[config.mk]
export PLATFORM = sky130hd
export DESIGN_NAME = ppm_p6_to_rgba_parser
export DESIGN_NICKNAME = d
export VERILOG_FILES = /design/src/rtl/ppmp_pkg.sv /design/src/rtl/ppmp_tok.sv /design/src/rtl/ppmp_ctrl.sv /design/src/rtl/ppm_p6_to_rgba_parser.sv
export VERILOG_INCLUDE_DIRS = /design/src /design/src/rtl
export SDC_FILE = /design/constraint.sdc
export NUM_CORES = 1
export LEC_CHECK = 0
export BUFFER_PORTS_ARGS = -buffer_cell sky130_fd_sc_hd__buf_2
export CORE_MARGIN = 1.5
export CORE_UTILIZATION = 49
export CTS_BUF_LIST = sky130_fd_sc_hd__clkbuf_4
export DETAILED_ROUTE_END_ITERATION = 16
export PLACE_DENSITY = 0.72
export SKIP_LAST_GASP = 1
export SYNTH_ARGS = -nofsm -noshare
export SYNTH_HDL_FRONTEND = slang
export SYNTH_HIERARCHICAL = 1
export SYNTH_SLANG_ARGS = --single-unit
[constraint.sdc]
create_clock -name clk_i -period 6.5 [get_ports clk_i]
set_clock_uncertainty 0.15 [all_clocks]
set_input_delay 0.65 -clock clk_i [delete_from_list [all_inputs] [get_ports clk_i]]
set_output_delay 0.65 -clock clk_i [all_outputs]
set_load 0.01 [all_outputs]
[src/rtl/assert_macros.svh]
// assertion helpers shared by the rtl
`ifndef ASSERT_MACROS_SVH
`define ASSERT_MACROS_SVH

// same-cycle implication
`define ASSERT_IMPLIES(lbl, clk, rstn, ante, cons) \
  lbl: assert property (@(posedge clk) disable iff (!rstn) (ante) |-> (cons)) \
    else $error("assertion failed");

// next-cycle implication
`define ASSERT_NEXT(lbl, clk, rstn, ante, cons) \
  lbl: assert property (@(posedge clk) disable iff (!rstn) (ante) |=> (cons)) \
    else $error("assertion failed");

`endif

[src/rtl/ppmp_pkg.sv]
`default_nettype none

package ppmp_pkg;

  localparam int unsigned DimBits = 16;
  localparam int unsigned AccumW = ((DimBits > 8) ? DimBits : 8) + 1;
  localparam int unsigned PixW = 2 * DimBits;
  localparam longint unsigned DimMax = (64'd1 << DimBits) - 64'd1;
  localparam longint unsigned AccumCap = 64'd1 << (AccumW - 1);

  localparam logic [7:0] ChP = 8'h50;
  localparam logic [7:0] Ch6 = 8'h36;
  localparam logic [7:0] ChPlus = 8'h2B;
  localparam logic [7:0] ChMinus = 8'h2D;
  localparam logic [7:0] ChZero = 8'h30;
  localparam logic [7:0] ChNine = 8'h39;
  localparam logic [7:0] ChHash = 8'h23;
  localparam logic [7:0] ChNl = 8'h0A;
  localparam logic [7:0] ChSpace = 8'h20;
  localparam logic [7:0] ChTab = 8'h09;
  localparam logic [7:0] ChVt = 8'h0B;
  localparam logic [7:0] ChFf = 8'h0C;
  localparam logic [7:0] ChCr = 8'h0D;
  localparam logic [7:0] AlphaOpaque = 8'hFF;
  localparam logic [7:0] MaxvalReq = 8'd255;

  typedef enum logic [1:0] {
    KindHeader = 2'd0,
    KindPixel  = 2'd1,
    KindError  = 2'd2
  } kind_e;

  typedef enum logic [1:0] {
    ErrBadMagic    = 2'd0,
    ErrBadNumber   = 2'd1,
    ErrTruncHeader = 2'd2,
    ErrTruncPixels = 2'd3
  } err_e;

  typedef struct packed {
    logic [7:0] data_byte;
    logic       end_of_stream;
  } in_t;

  typedef struct packed {
    logic [1:0]  result_kind;
    logic [1:0]  error_code;
    logic [15:0] image_width;
    logic [15:0] image_height;
    logic [7:0]  red;
    logic [7:0]  green;
    logic [7:0]  blue;
    logic [7:0]  alpha;
    logic        last_pixel;
  } out_t;

  typedef struct packed {
    logic add;
    logic clear;
  } tok_ctl_t;

  typedef struct packed {
    logic               active;
    logic               magic_ok;
    logic               dim_ok;
    logic               maxval_ok;
    logic [DimBits-1:0] value;
  } tok_stat_t;

endpackage

`default_nettype wire

[src/rtl/ppmp_tok.sv]
`default_nettype none

module ppmp_tok import ppmp_pkg::*; (
  input  wire logic      clk_i,
  input  wire logic      rst_ni,
  input  wire logic      step_i,
  input  wire tok_ctl_t  ctl_i,
  input  wire logic [7:0] char_i,
  output tok_stat_t      stat_o
);

  logic              active_q, active_d;
  logic [1:0]        cnt_q, cnt_d;
  logic              inv_q, inv_d;
  logic [AccumW-1:0] accum_q, accum_d;
  logic              neg_q, neg_d;
  logic              seen_q, seen_d;
  logic              done_q, done_d;
  logic              is_digit;
  logic [AccumW+3:0] acc10;

  assign is_digit = (char_i >= ChZero) && (char_i <= ChNine);
  assign acc10 = {accum_q, 4'b0} - {2'b0, accum_q, 2'b0} - {3'b0, accum_q, 1'b0}
               + {(AccumW + 4)'(char_i - ChZero)};

  always_comb begin
    active_d = active_q;
    cnt_d    = cnt_q;
    inv_d    = inv_q;
    accum_d  = accum_q;
    neg_d    = neg_q;
    seen_d   = seen_q;
    done_d   = done_q;
    if (ctl_i.clear) begin
      active_d = 1'b0;
      cnt_d    = 2'd0;
      inv_d    = 1'b0;
      accum_d  = '0;
      neg_d    = 1'b0;
      seen_d   = 1'b0;
      done_d   = 1'b0;
    end else if (ctl_i.add) begin
      if ((cnt_q == 2'd0 && char_i != ChP) || (cnt_q == 2'd1 && char_i != Ch6)) begin
        inv_d = 1'b1;
      end
      if (cnt_q == 2'd0 && (char_i == ChPlus || char_i == ChMinus)) begin
        neg_d = (char_i == ChMinus);
      end else if (!done_q && is_digit) begin
        // saturate so that huge numbers still fail the range check
        if (acc10 > (AccumW + 4)'(AccumCap)) begin
          accum_d = AccumW'(AccumCap);
        end else begin
          accum_d = acc10[AccumW-1:0];
        end
        seen_d = 1'b1;
      end else begin
        done_d = 1'b1;
      end
      if (cnt_q != 2'd3) begin
        cnt_d = cnt_q + 2'd1;
      end
      active_d = 1'b1;
    end
  end

  always_ff @(posedge clk_i or negedge rst_ni) begin
    if (!rst_ni) begin
      active_q <= 1'b0;
      cnt_q    <= 2'd0;
      inv_q    <= 1'b0;
      accum_q  <= '0;
      neg_q    <= 1'b0;
      seen_q   <= 1'b0;
      done_q   <= 1'b0;
    end else if (step_i) begin
      active_q <= active_d;
      cnt_q    <= cnt_d;
      inv_q    <= inv_d;
      accum_q  <= accum_d;
      neg_q    <= neg_d;
      seen_q   <= seen_d;
      done_q   <= done_d;
    end
  end

  always_comb begin
    stat_o.active    = active_q;
    stat_o.magic_ok  = (cnt_q == 2'd2) && !inv_q;
    stat_o.dim_ok    = seen_q && !neg_q && (accum_q != '0)
                     && (accum_q <= AccumW'(DimMax));
    stat_o.maxval_ok = seen_q && !neg_q && (accum_q == AccumW'(MaxvalReq));
    stat_o.value     = accum_q[DimBits-1:0];
  end

endmodule

`default_nettype wire

[src/rtl/ppmp_ctrl.sv]
`default_nettype none

`include "assert_macros.svh"

module ppmp_ctrl import ppmp_pkg::*; (
  input  wire logic      clk_i,
  input  wire logic      rst_ni,
  input  wire logic      step_i,
  input  wire in_t       word_i,
  input  wire tok_stat_t tok_stat_i,
  output tok_ctl_t       tok_ctl_o,
  output logic           res_valid_o,
  output out_t           res_word_o
);

  localparam logic [2:0] PhMagic  = 3'd0;
  localparam logic [2:0] PhWidth  = 3'd1;
  localparam logic [2:0] PhHeight = 3'd2;
  localparam logic [2:0] PhMaxval = 3'd3;
  localparam logic [2:0] PhPixels = 3'd4;
  localparam logic [2:0] PhDrain  = 3'd5;
  localparam logic [2:0] PhDone   = 3'd6;

  logic [2:0]         phase_q, phase_d;
  logic               cmt_q, cmt_d;
  logic               pend_q, pend_d;
  logic [DimBits-1:0] width_q, width_d;
  logic [DimBits-1:0] height_q, height_d;
  logic [PixW-1:0]    prod_q;
  logic [PixW-1:0]    left_q, left_d;
  logic [1:0]         bip_q, bip_d;
  logic [7:0]         red_q, red_d;
  logic [7:0]         green_q, green_d;
  logic [7:0]         c;
  logic               is_ws;
  logic               hdr_res;
  logic               last_res;

  assign c = word_i.data_byte;
  assign is_ws = (c == ChSpace) || (c == ChTab) || (c == ChNl) || (c == ChVt)
              || (c == ChFf) || (c == ChCr);

  always_comb begin
    phase_d     = phase_q;
    cmt_d       = cmt_q;
    pend_d      = pend_q;
    width_d     = width_q;
    height_d    = height_q;
    left_d      = left_q;
    bip_d       = bip_q;
    red_d       = red_q;
    green_d     = green_q;
    tok_ctl_o   = '0;
    res_valid_o = 1'b0;
    res_word_o  = '0;
    if (word_i.end_of_stream) begin
      // end of file: report an error if the image is unfinished, and go back to the start
      if (phase_q <= PhMaxval) begin
        res_valid_o = 1'b1;
        res_word_o.result_kind = KindError;
        res_word_o.error_code = ErrTruncHeader;
        if (tok_stat_i.active && phase_q == PhMagic && !tok_stat_i.magic_ok) begin
          res_word_o.error_code = ErrBadMagic;
        end else if (tok_stat_i.active && phase_q == PhMaxval) begin
          res_word_o.error_code = (pend_q || !tok_stat_i.maxval_ok) ? ErrBadNumber
                                                                     : ErrTruncPixels;
        end
      end else if (phase_q == PhPixels) begin
        res_valid_o = 1'b1;
        res_word_o.result_kind = KindError;
        res_word_o.error_code = ErrTruncPixels;
      end
      phase_d         = PhMagic;
      cmt_d           = 1'b0;
      pend_d          = 1'b0;
      left_d          = '0;
      bip_d           = 2'd0;
      tok_ctl_o.clear = 1'b1;
    end else if (phase_q == PhDrain || phase_q == PhDone) begin
      phase_d = phase_q;
    end else if (cmt_q) begin
      if (c == ChNl) begin
        cmt_d = 1'b0;
      end
    end else if (phase_q == PhPixels) begin
      case (bip_q)
        2'd0: begin
          red_d = c;
          bip_d = 2'd1;
        end
        2'd1: begin
          green_d = c;
          bip_d = 2'd2;
        end
        default: begin
          bip_d = 2'd0;
          left_d = left_q - PixW'(1);
          res_valid_o = 1'b1;
          res_word_o.result_kind = KindPixel;
          res_word_o.red = red_q;
          res_word_o.green = green_q;
          res_word_o.blue = c;
          res_word_o.alpha = AlphaOpaque;
          res_word_o.last_pixel = (left_q == PixW'(1));
          if (left_q == PixW'(1)) begin
            phase_d = PhDone;
          end
        end
      endcase
    end else if (is_ws || c == ChHash) begin
      if (c == ChHash) begin
        cmt_d = 1'b1;
      end
      if (tok_stat_i.active) begin
        tok_ctl_o.clear = 1'b1;
        unique case (phase_q)
          PhMagic: begin
            if (tok_stat_i.magic_ok) begin
              phase_d = PhWidth;
            end else begin
              res_valid_o = 1'b1;
              res_word_o.result_kind = KindError;
              res_word_o.error_code = ErrBadMagic;
              phase_d = PhDrain;
            end
          end
          PhWidth: begin
            if (!tok_stat_i.dim_ok) begin
              pend_d = 1'b1;
            end
            width_d = tok_stat_i.value;
            phase_d = PhHeight;
          end
          PhHeight: begin
            if (!tok_stat_i.dim_ok) begin
              pend_d = 1'b1;
            end
            height_d = tok_stat_i.value;
            phase_d = PhMaxval;
          end
          default: begin
            res_valid_o = 1'b1;
            if (pend_q || !tok_stat_i.maxval_ok) begin
              res_word_o.result_kind = KindError;
              res_word_o.error_code = ErrBadNumber;
              phase_d = PhDrain;
            end else begin
              res_word_o.result_kind = KindHeader;
              res_word_o.image_width = 16'(width_q);
              res_word_o.image_height = 16'(height_q);
              left_d = prod_q;
              bip_d = 2'd0;
              phase_d = PhPixels;
            end
          end
        endcase
      end
    end else begin
      tok_ctl_o.add = 1'b1;
    end
    if (!step_i) begin
      tok_ctl_o = '0;
    end
  end

  always_ff @(posedge clk_i or negedge rst_ni) begin
    if (!rst_ni) begin
      phase_q <= PhMagic;
      cmt_q   <= 1'b0;
      pend_q  <= 1'b0;
      left_q  <= '0;
      bip_q   <= 2'd0;
    end else if (step_i) begin
      phase_q <= phase_d;
      cmt_q   <= cmt_d;
      pend_q  <= pend_d;
      left_q  <= left_d;
      bip_q   <= bip_d;
    end
  end

  // dimensions settle at least two words before the header ends
  always_ff @(posedge clk_i) begin
    prod_q <= PixW'(width_q) * PixW'(height_q);
    if (step_i) begin
      width_q  <= width_d;
      height_q <= height_d;
      red_q    <= red_d;
      green_q  <= green_d;
    end
  end

  assign hdr_res  = step_i && res_valid_o && (res_word_o.result_kind == KindHeader);
  assign last_res = step_i && res_valid_o && res_word_o.last_pixel;

  `ASSERT_IMPLIES(a_left_nonzero, clk_i, rst_ni, phase_q == PhPixels, left_q != '0)
  `ASSERT_NEXT(a_hdr_to_pixels, clk_i, rst_ni, hdr_res, phase_q == PhPixels && bip_q == 2'd0)
  `ASSERT_NEXT(a_last_done, clk_i, rst_ni, last_res, phase_q == PhDone)

endmodule

`default_nettype wire

[src/rtl/ppm_p6_to_rgba_parser.sv]
// Binary PPM (P6) parser: takes the file one byte per word on the input channel
// and returns a header word (width, height), then one RGBA word per three pixel
// bytes with alpha 255 and the last pixel flagged, or an error word. A word with
// end_of_stream set closes the file and returns the parser to its start. One word
// is taken every cycle unless the output stalls; a result passes through an input
// register and a result register, and a full result register stalls the input
// only while it is not taken. Pixels already delivered before an error must be
// dropped downstream.
`default_nettype none

`include "assert_macros.svh"

module ppm_p6_to_rgba_parser import ppmp_pkg::*; (
  input  wire logic clk_i,
  input  wire logic rst_ni,
  input  wire logic in_valid_i,
  output logic      in_ready_o,
  input  wire in_t  in_word_i,
  output logic      out_valid_o,
  input  wire logic out_ready_i,
  output out_t      out_word_o
);

  logic      in_valid_q;
  in_t       in_word_q;
  logic      step;
  logic      res_valid;
  out_t      res_word;
  logic      out_valid_q;
  out_t      out_word_q;
  tok_ctl_t  tok_ctl;
  tok_stat_t tok_stat;
  logic      in_stall;
  logic      out_stall;

  assign step = in_valid_q && (!out_valid_q || out_ready_i);
  assign in_ready_o = !in_valid_q || step;

  always_ff @(posedge clk_i or negedge rst_ni) begin
    if (!rst_ni) begin
      in_valid_q <= 1'b0;
    end else if (in_ready_o) begin
      in_valid_q <= in_valid_i;
    end
  end

  always_ff @(posedge clk_i) begin
    if (in_valid_i && in_ready_o) begin
      in_word_q <= in_word_i;
    end
  end

  ppmp_tok u_tok (
    .clk_i  (clk_i),
    .rst_ni (rst_ni),
    .step_i (step),
    .ctl_i  (tok_ctl),
    .char_i (in_word_q.data_byte),
    .stat_o (tok_stat)
  );

  ppmp_ctrl u_ctrl (
    .clk_i       (clk_i),
    .rst_ni      (rst_ni),
    .step_i      (step),
    .word_i      (in_word_q),
    .tok_stat_i  (tok_stat),
    .tok_ctl_o   (tok_ctl),
    .res_valid_o (res_valid),
    .res_word_o  (res_word)
  );

  always_ff @(posedge clk_i or negedge rst_ni) begin
    if (!rst_ni) begin
      out_valid_q <= 1'b0;
    end else if (step && res_valid) begin
      out_valid_q <= 1'b1;
    end else if (out_ready_i) begin
      out_valid_q <= 1'b0;
    end
  end

  always_ff @(posedge clk_i) begin
    if (step && res_valid) begin
      out_word_q <= res_word;
    end
  end

  assign out_valid_o = out_valid_q;
  assign out_word_o  = out_word_q;

  assign in_stall  = in_valid_q && out_valid_q && !out_ready_i;
  assign out_stall = out_valid_q && !out_ready_i;

  `ASSERT_NEXT(a_stall_holds, clk_i, rst_ni, in_stall, in_valid_q && $stable(in_word_q))
  `ASSERT_NEXT(a_out_holds, clk_i, rst_ni, out_stall, out_valid_q && $stable(out_word_q))
  `ASSERT_NEXT(a_result_shown, clk_i, rst_ni, step && res_valid, out_valid_q)

endmodule

`default_nettype wire
==> results of run 1 <==
worst paths after layout:
kind                                        start           endpoint  cells past startpoint
worst max-delay path            u_ctrl/width_q[8]  u_ctrl/prod_q[31]                     20
worst min-delay path            u_ctrl/left_q[30]  u_ctrl/left_q[30]                      2
worst max register to register  u_ctrl/width_q[8]  u_ctrl/prod_q[31]                     20
worst min register to register  u_ctrl/left_q[30]  u_ctrl/left_q[30]                      2
max in group asynchronous                  rst_ni  u_tok/accum_q[10]                      3
min in group asynchronous                  rst_ni  u_ctrl/left_q[31]                      3
timing repair:
item                                    in CTS  in global routing
resized for setup                            0                  4
endpoints found under the setup margin       1                  7
hold buffers                                13                  0
buffers inserted                             6                 15
endpoints found under the hold margin       76                  0
power groups by stage:
stage               logic (uW)  registers (uW)  clock network [uW]
floorplan                 1120            1790                   0
global placement          1480            1830                   0
detailed placement        1500            1840                   0
CTS                       1510            1810                1460
global route              1710            1830                1530
finish                    1530            1810                1420
cell type report:
class                           count  share of cell area [%]
Clock inverter                     28                    1.04
Multi-Input combinational cell   1423                    55.7
Inverter                          299                    5.04
Clock buffer                       86                    2.90
Antenna cell                        1                  0.0112
Timing Repair Buffer              175                    5.16
Tap cell                          525                    2.95
Sequential cell                   223                    27.2
worst max-delay path: cells and delay by family, from the launching register on:
kind,cells,cell delay (ns)
xor gates and xnor gates,1,0.12
DFF,1,0.52
and+or+nand+nor,2,0.51
buffers and inverters,5,0.62
adders and majority gates,7,3.35
AOI/OAI and AO/OA,5,0.98
per-stage QoR:
step	TNS, ns	instances	hold WS, ns	setup WS (ns)	utilization (%)
after floorplan	0	2054	0.204	0.589	-
after global placement	0	2611	0.311	0.0987	52.6
after detailed placement	0	2611	0.335	0.0269	52.6
after CTS	0	2744	0.348	0.0267	55.2
after global routing	-0.0956	2760	0.373	-0.0956	55.5
final	0	2760	0.348	0.0829	55.5
sequential cells by signal (all words and copies together), names as in the netlist, 2 cells and up:
register and count:
in_word_q 9, out_word_o 69, u_ctrl/bip_q 2, u_ctrl/green_q 8
u_ctrl/height_q 16, u_ctrl/left_q 32, u_ctrl/phase_q 3, u_ctrl/prod_q 32
u_ctrl/red_q 8, u_ctrl/width_q 16, u_tok/accum_q 17, u_tok/cnt_q 2
routing by layer:
metal  part of all wire [%]  track usage (%)  routed length [um]
met5                  0.026                0                  13
met4                    3.3             9.41                1640
met3                    6.0             3.86                3000
met2                     49             40.8               24400
met1                     42             32.7               21200
cells in the final DEF, fill, tap and decap left out, types with 13 or more instances in the layout:
| master | synthesis | routed |
|---|---|---|
| edfxtp_1 | 126 | 126 |
| dfxtp_1 | 32 | 32 |
| dlygate4sd3_1 | 0 | 13 |
| dfrtp_1 | 65 | 65 |
| buf_2 | 4 | 84 |
| nand2_1 | 224 | 224 |
| nor3_1 | 38 | 36 |
| nand3_1 | 20 | 20 |
| and2_1 | 183 | 183 |
| fa_1 | 227 | 227 |
| clkinv_1 | 0 | 13 |
| ha_1 | 158 | 158 |
| a21o_1 | 15 | 15 |
| nor2_1 | 70 | 69 |
| a21oi_1 | 104 | 103 |
| xnor2_1 | 28 | 28 |
| o21ai_0 | 104 | 102 |
| inv_1 | 299 | 299 |
| nor4_1 | 14 | 14 |
| nand4_1 | 21 | 21 |
| or3_1 | 16 | 16 |
| and3_1 | 13 | 13 |
| buf_4 | 25 | 77 |
| xor2_1 | 16 | 16 |
| clkbuf_4 | 0 | 86 |
cell families (layout without fill, tap and decap cells):
group | count (synthesis) | in the layout | share of synthesized area (%)
simple gates | 652 | 652 | 16.7
buf+inv | 408 | 588 | 8.16
fa+ha+maj | 385 | 385 | 32.5
compound gates | 342 | 342 | 10.6
flops | 223 | 223 | 30.1
xor+xnor | 44 | 44 | 1.92
other cells | 0 | 1 | 0
==> results by stage, run 1 <==
Clock network:
- TritonCTS built the clock tree.
- The later pin in the worst-skew pair is clocked with a latency of 0.79 ns.
- Clock-pin slew was measured on the worst setup and hold paths at 0.07 ns.
- The worst-case clock buffer depth is 3.
- The cell sitting at the root of the clock tree is a clkbuf_4.
- The H-tree depth reported by CTS is 2.
- The number of clock sinks seen by CTS is 223.
- In this run, CTS created clock tree buffers numbering 61.

Outcome:
- The flow ran to the end, and the final reports show no timing, DRC or antenna violations.

Placement:
- Port buffering added 83 buffers.
- The last weighted congestion value of the routability-driven placer is 0.902.
- The area after detailed placement is 0.0211 mm^2.
- The final HPWL from detailed placement is 38.4 mm.

Floorplan:
- The initialized floorplan defines 73 standard-cell rows.
- The effective utilization at floorplan is 50.1%.
- The number of top-level pins is 84.
- The die extent in y is 205 um.
- The die area is 0.0422 mm^2.
- The width of the die is 205 um.
- The core region is 0.0401 mm^2.

Synthesis:
- The fraction of synthesized cell area taken by the top area cell type is 22.6%.
- By area the synthesized netlist is led by fa_1 (23%), edfxtp_1 (19%), ha_1 (9.8%), dfrtp_1 (8.1%), and2_1 (5.7%).
- The cell area after technology mapping is 0.0201 mm^2.
- By count the netlist is led by inv_1 (299), fa_1 (227), nand2_1 (224).
- fa_1 takes more of the synthesized area than any other cell.
- A synthesized cell averages 9.78 um^2.
- The count of flip-flops with a built-in enable after synthesis is 126.
- The fraction of registers with async set or reset after synthesis is 29.1%.
- Among all cell types in the netlist, the one instantiated most often is inv_1.
- The sequential-to-total area share from yosys stat is 30.1%.
- For this run, the number of Yosys warnings is 6.
- Synthesis inferred 223 register bits.
- The most frequently used flop master after synthesis is edfxtp_1.
- The net count of the mapped netlist is 2452.
- Synthesis produced a netlist whose cell count is 2054.
- The number of distinct library cells after synthesis is 82.

Power and ir drop:
- The sequential share of power is 38.0%.
- Per report_power, the combinational group accounts for 32.2% of the total.
- The design draws 4760 uW.
- The reported leakage power is 0.0106 uW.
- The highest ir drop seen on vdd is 0.124 mV.
- The power density normalized to cell area is 214 mW/mm^2.
- In this run switching power makes up 35.8% of total power.
- The clock share of power is 29.8%.
- The internal power of the cells is 3060 uW.
- In this run the power spent charging and discharging nets is 1700 uW.

Global routing:
- The number of antenna violations at the first check in global routing came to 3.
- The first global-routing pass estimated 81.4 mm of wire.
- The largest net degree at the start of global routing is 66.
- Across every metal layer, demand over resource in global routing totals 24.7%.
- The via count of the first global-routing pass is 15.6k.
- The total congestion overflow after global routing is 0.

Drt:
- The detailed-route via count is 15.3k.
- The iteration-0 DRC count of the detailed router is 1270.
- Wires add up to 50.3 mm.
- The remaining design rule violation count is 0.
- In the routed layout, each cell is associated on average with a via count of 5.55.
- The average wire per cell in the routed design is 18.2 um.
- The detail route stage leaves a number of antenna-violating nets equal to 0.
- The detailed-router iteration count before antenna repair is 6.

Cells and area:
- In the final layout, the multi-input gates occupy 0.0124 mm^2.
- The sequential standard cell area is 0.00605 mm^2.
- The area of all placed cells without fillers is 0.0223 mm^2.
- Cells with a size suffix above 1 make up 12.9% of the layout.
- Compared with the post-synthesis result, the final layout area differs by 10.9%.
- For this run, the post-layout net count is 2581.
- Fill cells in the final layout number 3504.

Timing:
- The final count of hold timing violations is 0.
- The maximum frequency from static timing analysis is 156 MHz.
- The post-route clock period utilization is 98.7%.
- The total of endpoints with negative setup slack in the final report is 0.
- The number of pins exceeding their max-slew limit in the final report is 0.
- Setup repair after global routing could not meet its margin everywhere.
- For the pin with the worst max-slew slack, the measured transition is 1.33 ns.
- The final period demand of the worst path is 6.42 ns.
- The worst slew slack as a fraction of its limit is 11.2%.

Setup path:
- STA classifies the critical path startpoint as a flip-flop.
- For flop-to-flop paths, the worst setup slack is 0.08 ns.
- Counting stages on the worst path, the most repeated cell is fa_1.
- Along the worst path, the maximum fanout reaches 11.
- The kind of critical path is flip-flop to flip-flop.
- Traced cell by cell, the critical path runs through buf_4 -> nand2_1 -> fa_1 -> inv_1 -> fa_1 -> fa_1 -> fa_1 -> fa_1 -> inv_1 -> fa_1 -> inv_1 -> ha_1 -> a21oi_2 -> o21ai_0 -> or3_1 -> a2111oi_1 -> buf_4 -> o31a_1 -> o21bai_1 -> xnor2_1.
- STA classifies the critical path endpoint as a flip-flop.
- Data on the critical path is required at its endpoint by 7.00 ns.
- For this design, the slowest cell found on the critical path is fa_1.
- STA puts the critical path data arrival time at 6.91 ns.
- The peak per-stage delay on the critical path is 0.58 ns.

Flow run:
- Max-cap violations in this run came to 0.

Min path:
- The worst min-delay path category is flip-flop to flip-flop.
(Power assumes the default switching activity.)
==> run 2: changes to the inputs <==
--- a/config.mk
+++ b/config.mk
@@ -15,5 +15,4 @@
 export SKIP_LAST_GASP = 1
 export SYNTH_ARGS = -nofsm -noshare
 export SYNTH_HDL_FRONTEND = slang
-export SYNTH_HIERARCHICAL = 1
 export SYNTH_SLANG_ARGS = --single-unit
==> run 2 against run 1 <==
Compared with the run above: via count fell by 5.7%; clock-buffer cell count fell by 10; worst setup slack improved by 0.14 ns; critical path type unchanged; sequential power fell by 3%; first-iteration DRC count fell by 38%; hold slack got worse by 0.0037 ns; cell count fell by 3.7%; critical path depth did not move.
==> results by stage, run 2 <==
Clock network:
- The clock edge transition at the registers on the reported setup and hold paths is 0.07 ns (about the same).
- The number of clock sinks seen by CTS was 215 (was 223).
- The worst-case clock buffer depth is 3 (unchanged).
- The H-tree depth reported by CTS is 2 (unchanged).
- The root buffer cell is clkbuf_4 (unchanged).
- The clock tree from TritonCTS is done (unchanged).
- The clock latency on the worst-skew pair is 0.78 ns (was 0.79 ns).
- The number of buffers created by CTS is 57 (was 61).

Placement:
- The final HPWL from detailed placement is 35.4 mm (was 38.4 mm).
- The number of buffer cells added on primary ports is 83 (unchanged).
- The last weighted congestion value of the routability-driven placer was 0.868 (was 0.902).

Synthesis:
- Commonest cells in the netlist: inv_1 (294), fa_1 (226), nand2_1 (203) (was inv_1 (299), fa_1 (227), nand2_1 (224)).
- The number of distinct library cells after synthesis is 81 (was 82).
- The synthesized netlist cell count was 1946 (was 2054).
- The number of warnings issued by yosys was 0 (was 6).
- The sequential-to-total area share from yosys stat is 29.9% (was 30.1%).
- The fraction of synthesized cell area taken by the top area cell type was 23.3% (was 22.6%).
- The cell area after technology mapping was 0.0194 mm^2 (was 0.0201 mm^2).
- The cell taking the most area after synthesis is fa_1 (unchanged).
- The count of flip-flops with a built-in enable after synthesis is 118 (was 126).
- The most frequent cell after synthesis is inv_1 (unchanged).
- The fraction of registers with async set or reset after synthesis is 30.2% (was 29.1%).
- Biggest area contributors in the synthesized netlist: fa_1 (23%), edfxtp_1 (18%), ha_1 (10%), dfrtp_1 (8.4%), and2_1 (5.8%) (was fa_1 (23%), edfxtp_1 (19%), ha_1 (9.8%), dfrtp_1 (8.1%), and2_1 (5.7%)).
- The post-synthesis sequential element count is 215 (was 223).
- The net count of the mapped netlist is 2346 (was 2452).
- The average size of a mapped cell is 9.97 um^2 (was 9.78 um^2).
- The most frequently used flop master after synthesis was edfxtp_1 (unchanged).

Setup path:
- The peak per-stage delay on the critical path was 0.59 ns (was 0.58 ns).
- The slowest stage cell on the critical path is edfxtp_1 (was fa_1).
- Sequence of cells on the critical path: buf_4 -> nand2_1 -> fa_1 -> fa_1 -> inv_1 -> fa_1 -> fa_1 -> fa_1 -> inv_1 -> fa_1 -> inv_1 -> ha_1 -> buf_4 -> and3_1 -> a21boi_0 -> o21ai_0 -> o41ai_2 -> a311oi_2 -> mux2i_1 -> nand3_1 (was buf_4 -> nand2_1 -> fa_1 -> inv_1 -> fa_1 -> fa_1 -> fa_1 -> fa_1 -> inv_1 -> fa_1 -> inv_1 -> ha_1 -> a21oi_2 -> o21ai_0 -> or3_1 -> a2111oi_1 -> buf_4 -> o31a_1 -> o21bai_1 -> xnor2_1).
- The launching point of the worst reg2reg path is u_ctrl.width_q[11] (was u_ctrl/width_q[8]).
- The sort of element at the end of the critical path is a flip-flop (unchanged).
- The required time of the worst setup path is 6.97 ns (was 7.00 ns).
- The type of origin of the critical path was a flip-flop (unchanged).
- The kind of critical path is flip-flop to flip-flop (unchanged).
- The origin of the worst setup path is u_ctrl.width_q[11] (was u_ctrl/width_q[8]).
- The cell seen most often among critical-path stages was fa_1 (unchanged).
- The largest fanout on the critical path is 10 (was 11).
- The data arrival time of the worst path is 6.74 ns (was 6.91 ns).

Floorplan:
- The effective utilization at floorplan is 50.0% (was 50.1%).
- The core footprint is 0.0388 mm^2 (was 0.0401 mm^2).
- The row count is 72 (was 73).
- The die extent in y is 202 um (was 205 um).
- The width of the die is 202 um (was 205 um).
- The die area is 0.0408 mm^2 (was 0.0422 mm^2).
- The number of top-level pins is 84 (unchanged).

Timing:
- The worst-margin pin slew is 1.13 ns (was 1.33 ns).
- The final count of hold timing violations is 0 (unchanged).
- The total of endpoints with negative setup slack in the final report is 0 (unchanged).
- The maximum frequency from static timing analysis came to 159 MHz (was 156 MHz).
- The worst slew slack as a fraction of its limit is 24.4% (was 11.2%).
- Unrepaired setup endpoints after global routing: yes (unchanged).
- The post-route clock period utilization is 96.5% (was 98.7%).
- The final period demand of the worst path is 6.28 ns (was 6.42 ns).
- The number of pins exceeding their max-slew limit in the final report came to 0 (unchanged).
- The smallest hold slack was 0.345 ns (was 0.348 ns).

Power and ir drop:
- The reported leakage power came to 0.0102 uW (was 0.0106 uW).
- The highest ir drop seen on vdd came to 0.173 mV (was 0.124 mV).
- The total power consumption of the routed design was 4260 uW (was 4760 uW).
- The power density normalized to cell area was 198 mW/mm^2 (was 214 mW/mm^2).

Cells and area:
- The layout-stage area growth over the synthesis result came to 11.1% (was 10.9%).
- The number of flip-flops in the largest register is 61 (was 69).
- The fraction of final layout cells sized beyond drive strength 1 is 13.2% (was 12.9%).
- The most common cell after layout, fill and taps aside is inv_1 (unchanged).
- The number of fillers in the final layout is 3385 (was 3504).
- Most frequent cells in the layout: inv_1 (294), fa_1 (226), nand2_1 (203) (was inv_1 (299), fa_1 (227), nand2_1 (224)).
- The final net count is 2491 (was 2581).

Global routing:
- The total global routing track utilization is 23.4% (was 24.7%).
- The global-route wire length before repair is 76.0 mm (was 81.4 mm).
- The number of antenna violations at the first check in global routing is 3 (unchanged).
- The largest net degree at the start of global routing was 66 (unchanged).
- The via count of the first global-routing pass is 15.2k (was 15.6k).
- The total congestion overflow after global routing was 0 (unchanged).

Drt:
- The number of vias per cell was 5.44 (was 5.55).
- The remaining design rule violation count was 0 (unchanged).
- The overall routed net length was 46.2 mm (was 50.3 mm).
- The iteration-0 DRC count of the detailed router came to 788 (was 1270).
- The average wire per cell in the routed design came to 17.4 um (was 18.2 um).
- The detailed-route via count is 14.5k (was 15.3k).
- The post-route antenna net violation count came to 0 (unchanged).
- The detailed-router iteration count before antenna repair was 5 (was 6).

Flow run:
- The number of maximum-capacitance constraint violations is 0 (unchanged).

Outcome:
- Status: completed (unchanged).

Min path:
- The worst min-delay path category is flip-flop to flip-flop (unchanged).
- The hold path startpoint was u_ctrl.prod_q[23] (was u_ctrl/left_q[30]).
## run 2: per-stage QoR
| stage | area [um^2] | setup TNS [ns] | setup WS, ns | utilization [%] | cells |
|---|---|---|---|---|---|
| after detailed placement | 20600 | -0.0724 | -0.0724 | 53.0 | 2528 |
| final | 21600 | 0 | 0.225 | 55.5 | 2657 |
| after global routing | 21600 | -0.0765 | -0.0452 | 55.5 | 2657 |
| after floorplan | 19400 | 0 | 0.419 | - | 1946 |
| after global placement | 20600 | 0 | 0.162 | 53.0 | 2528 |
| after CTS | 21400 | 0 | 0.0669 | 55.2 | 2647 |
## run 2: kinds of logic (layout without fill, tap and decap cells)
group,count (synthesis),after routing,share of synthesized area [%]
simple gates,616,616,16.2
fa+ha+maj,387,387,33.7
buf+inv,372,563,7.55
compound gates,307,307,10.2
flops,215,215,29.9
xor+xnor,39,39,1.86
mux,10,10,0.535
other cells,0,2,0
## run 2: layout make-up
cell class | instances | area (um^2) | share of cell area [%]
Sequential cell | 215 | 5810 | 26.9
Inverter | 296 | 1110 | 5.15
Multi-Input combinational cell | 1359 | 12200 | 56.7
Tap cell | 518 | 648 | 3.01
Timing Repair Buffer | 162 | 1050 | 4.87
Clock inverter | 29 | 141 | 0.656
Antenna cell | 2 | 5.00 | 0.0232
Clock buffer | 76 | 571 | 2.65
## run 2: power breakdown
part           total (uW)  leakage, uW  internal (uW)  switching (uW)
sequential           1750      0.00226           1600             152
combinational        1360      0.00748            472             891
clock                1150     0.000425            557             596
total                4260       0.0102           2620            1640
## run 2: per-layer routing
| layer | wire length, um | GRT usage [%] | up-vias |
|---|---|---|---|
| met1 | 19300 | 29.4 | 7238 |
| met5 | 0 | 0 | - |
| met3 | 1940 | 3.18 | 114 |
| li1 | - | - | 6701 |
| met4 | 1720 | 10.3 | 0 |
| met2 | 23200 | 40.1 | 403 |
## run 2: worst paths after layout
| check | to | slack (ns) | depth (start not counted) |
|---|---|---|---|
| min | u_ctrl.left_q[23] | 0.34 | 2 |
| min reg2reg | u_ctrl.left_q[23] | 0.34 | 2 |
| max reg2reg | u_ctrl.prod_q[30] | 0.22 | 20 |
| max in group asynchronous | u_tok.accum_q[12] | 5.06 | 3 |
| min in group asynchronous | u_ctrl.left_q[4] | 0.47 | 3 |
| max | u_ctrl.prod_q[30] | 0.22 | 20 |
## run 2: critical path, delay by kind of cell (launching register included)
family,cells,cell delay (ns)
AO/OA/AOI/OAI,4,0.94
adder cells (fa/ha/maj),7,3.29
buffers and inverters,5,0.54
flip-flops,1,0.59
multiplexers,1,0.23
AND/OR/NAND/NOR,3,0.42
## run 2: what timing repair did
action,4_1_cts,5_1_grt
hold buffers,12,0
hold endpoints to repair,67,0
pin swaps,0,2
endpoints found under the setup margin,1,6
gates resized for setup,2,10
setup buffers,2,8
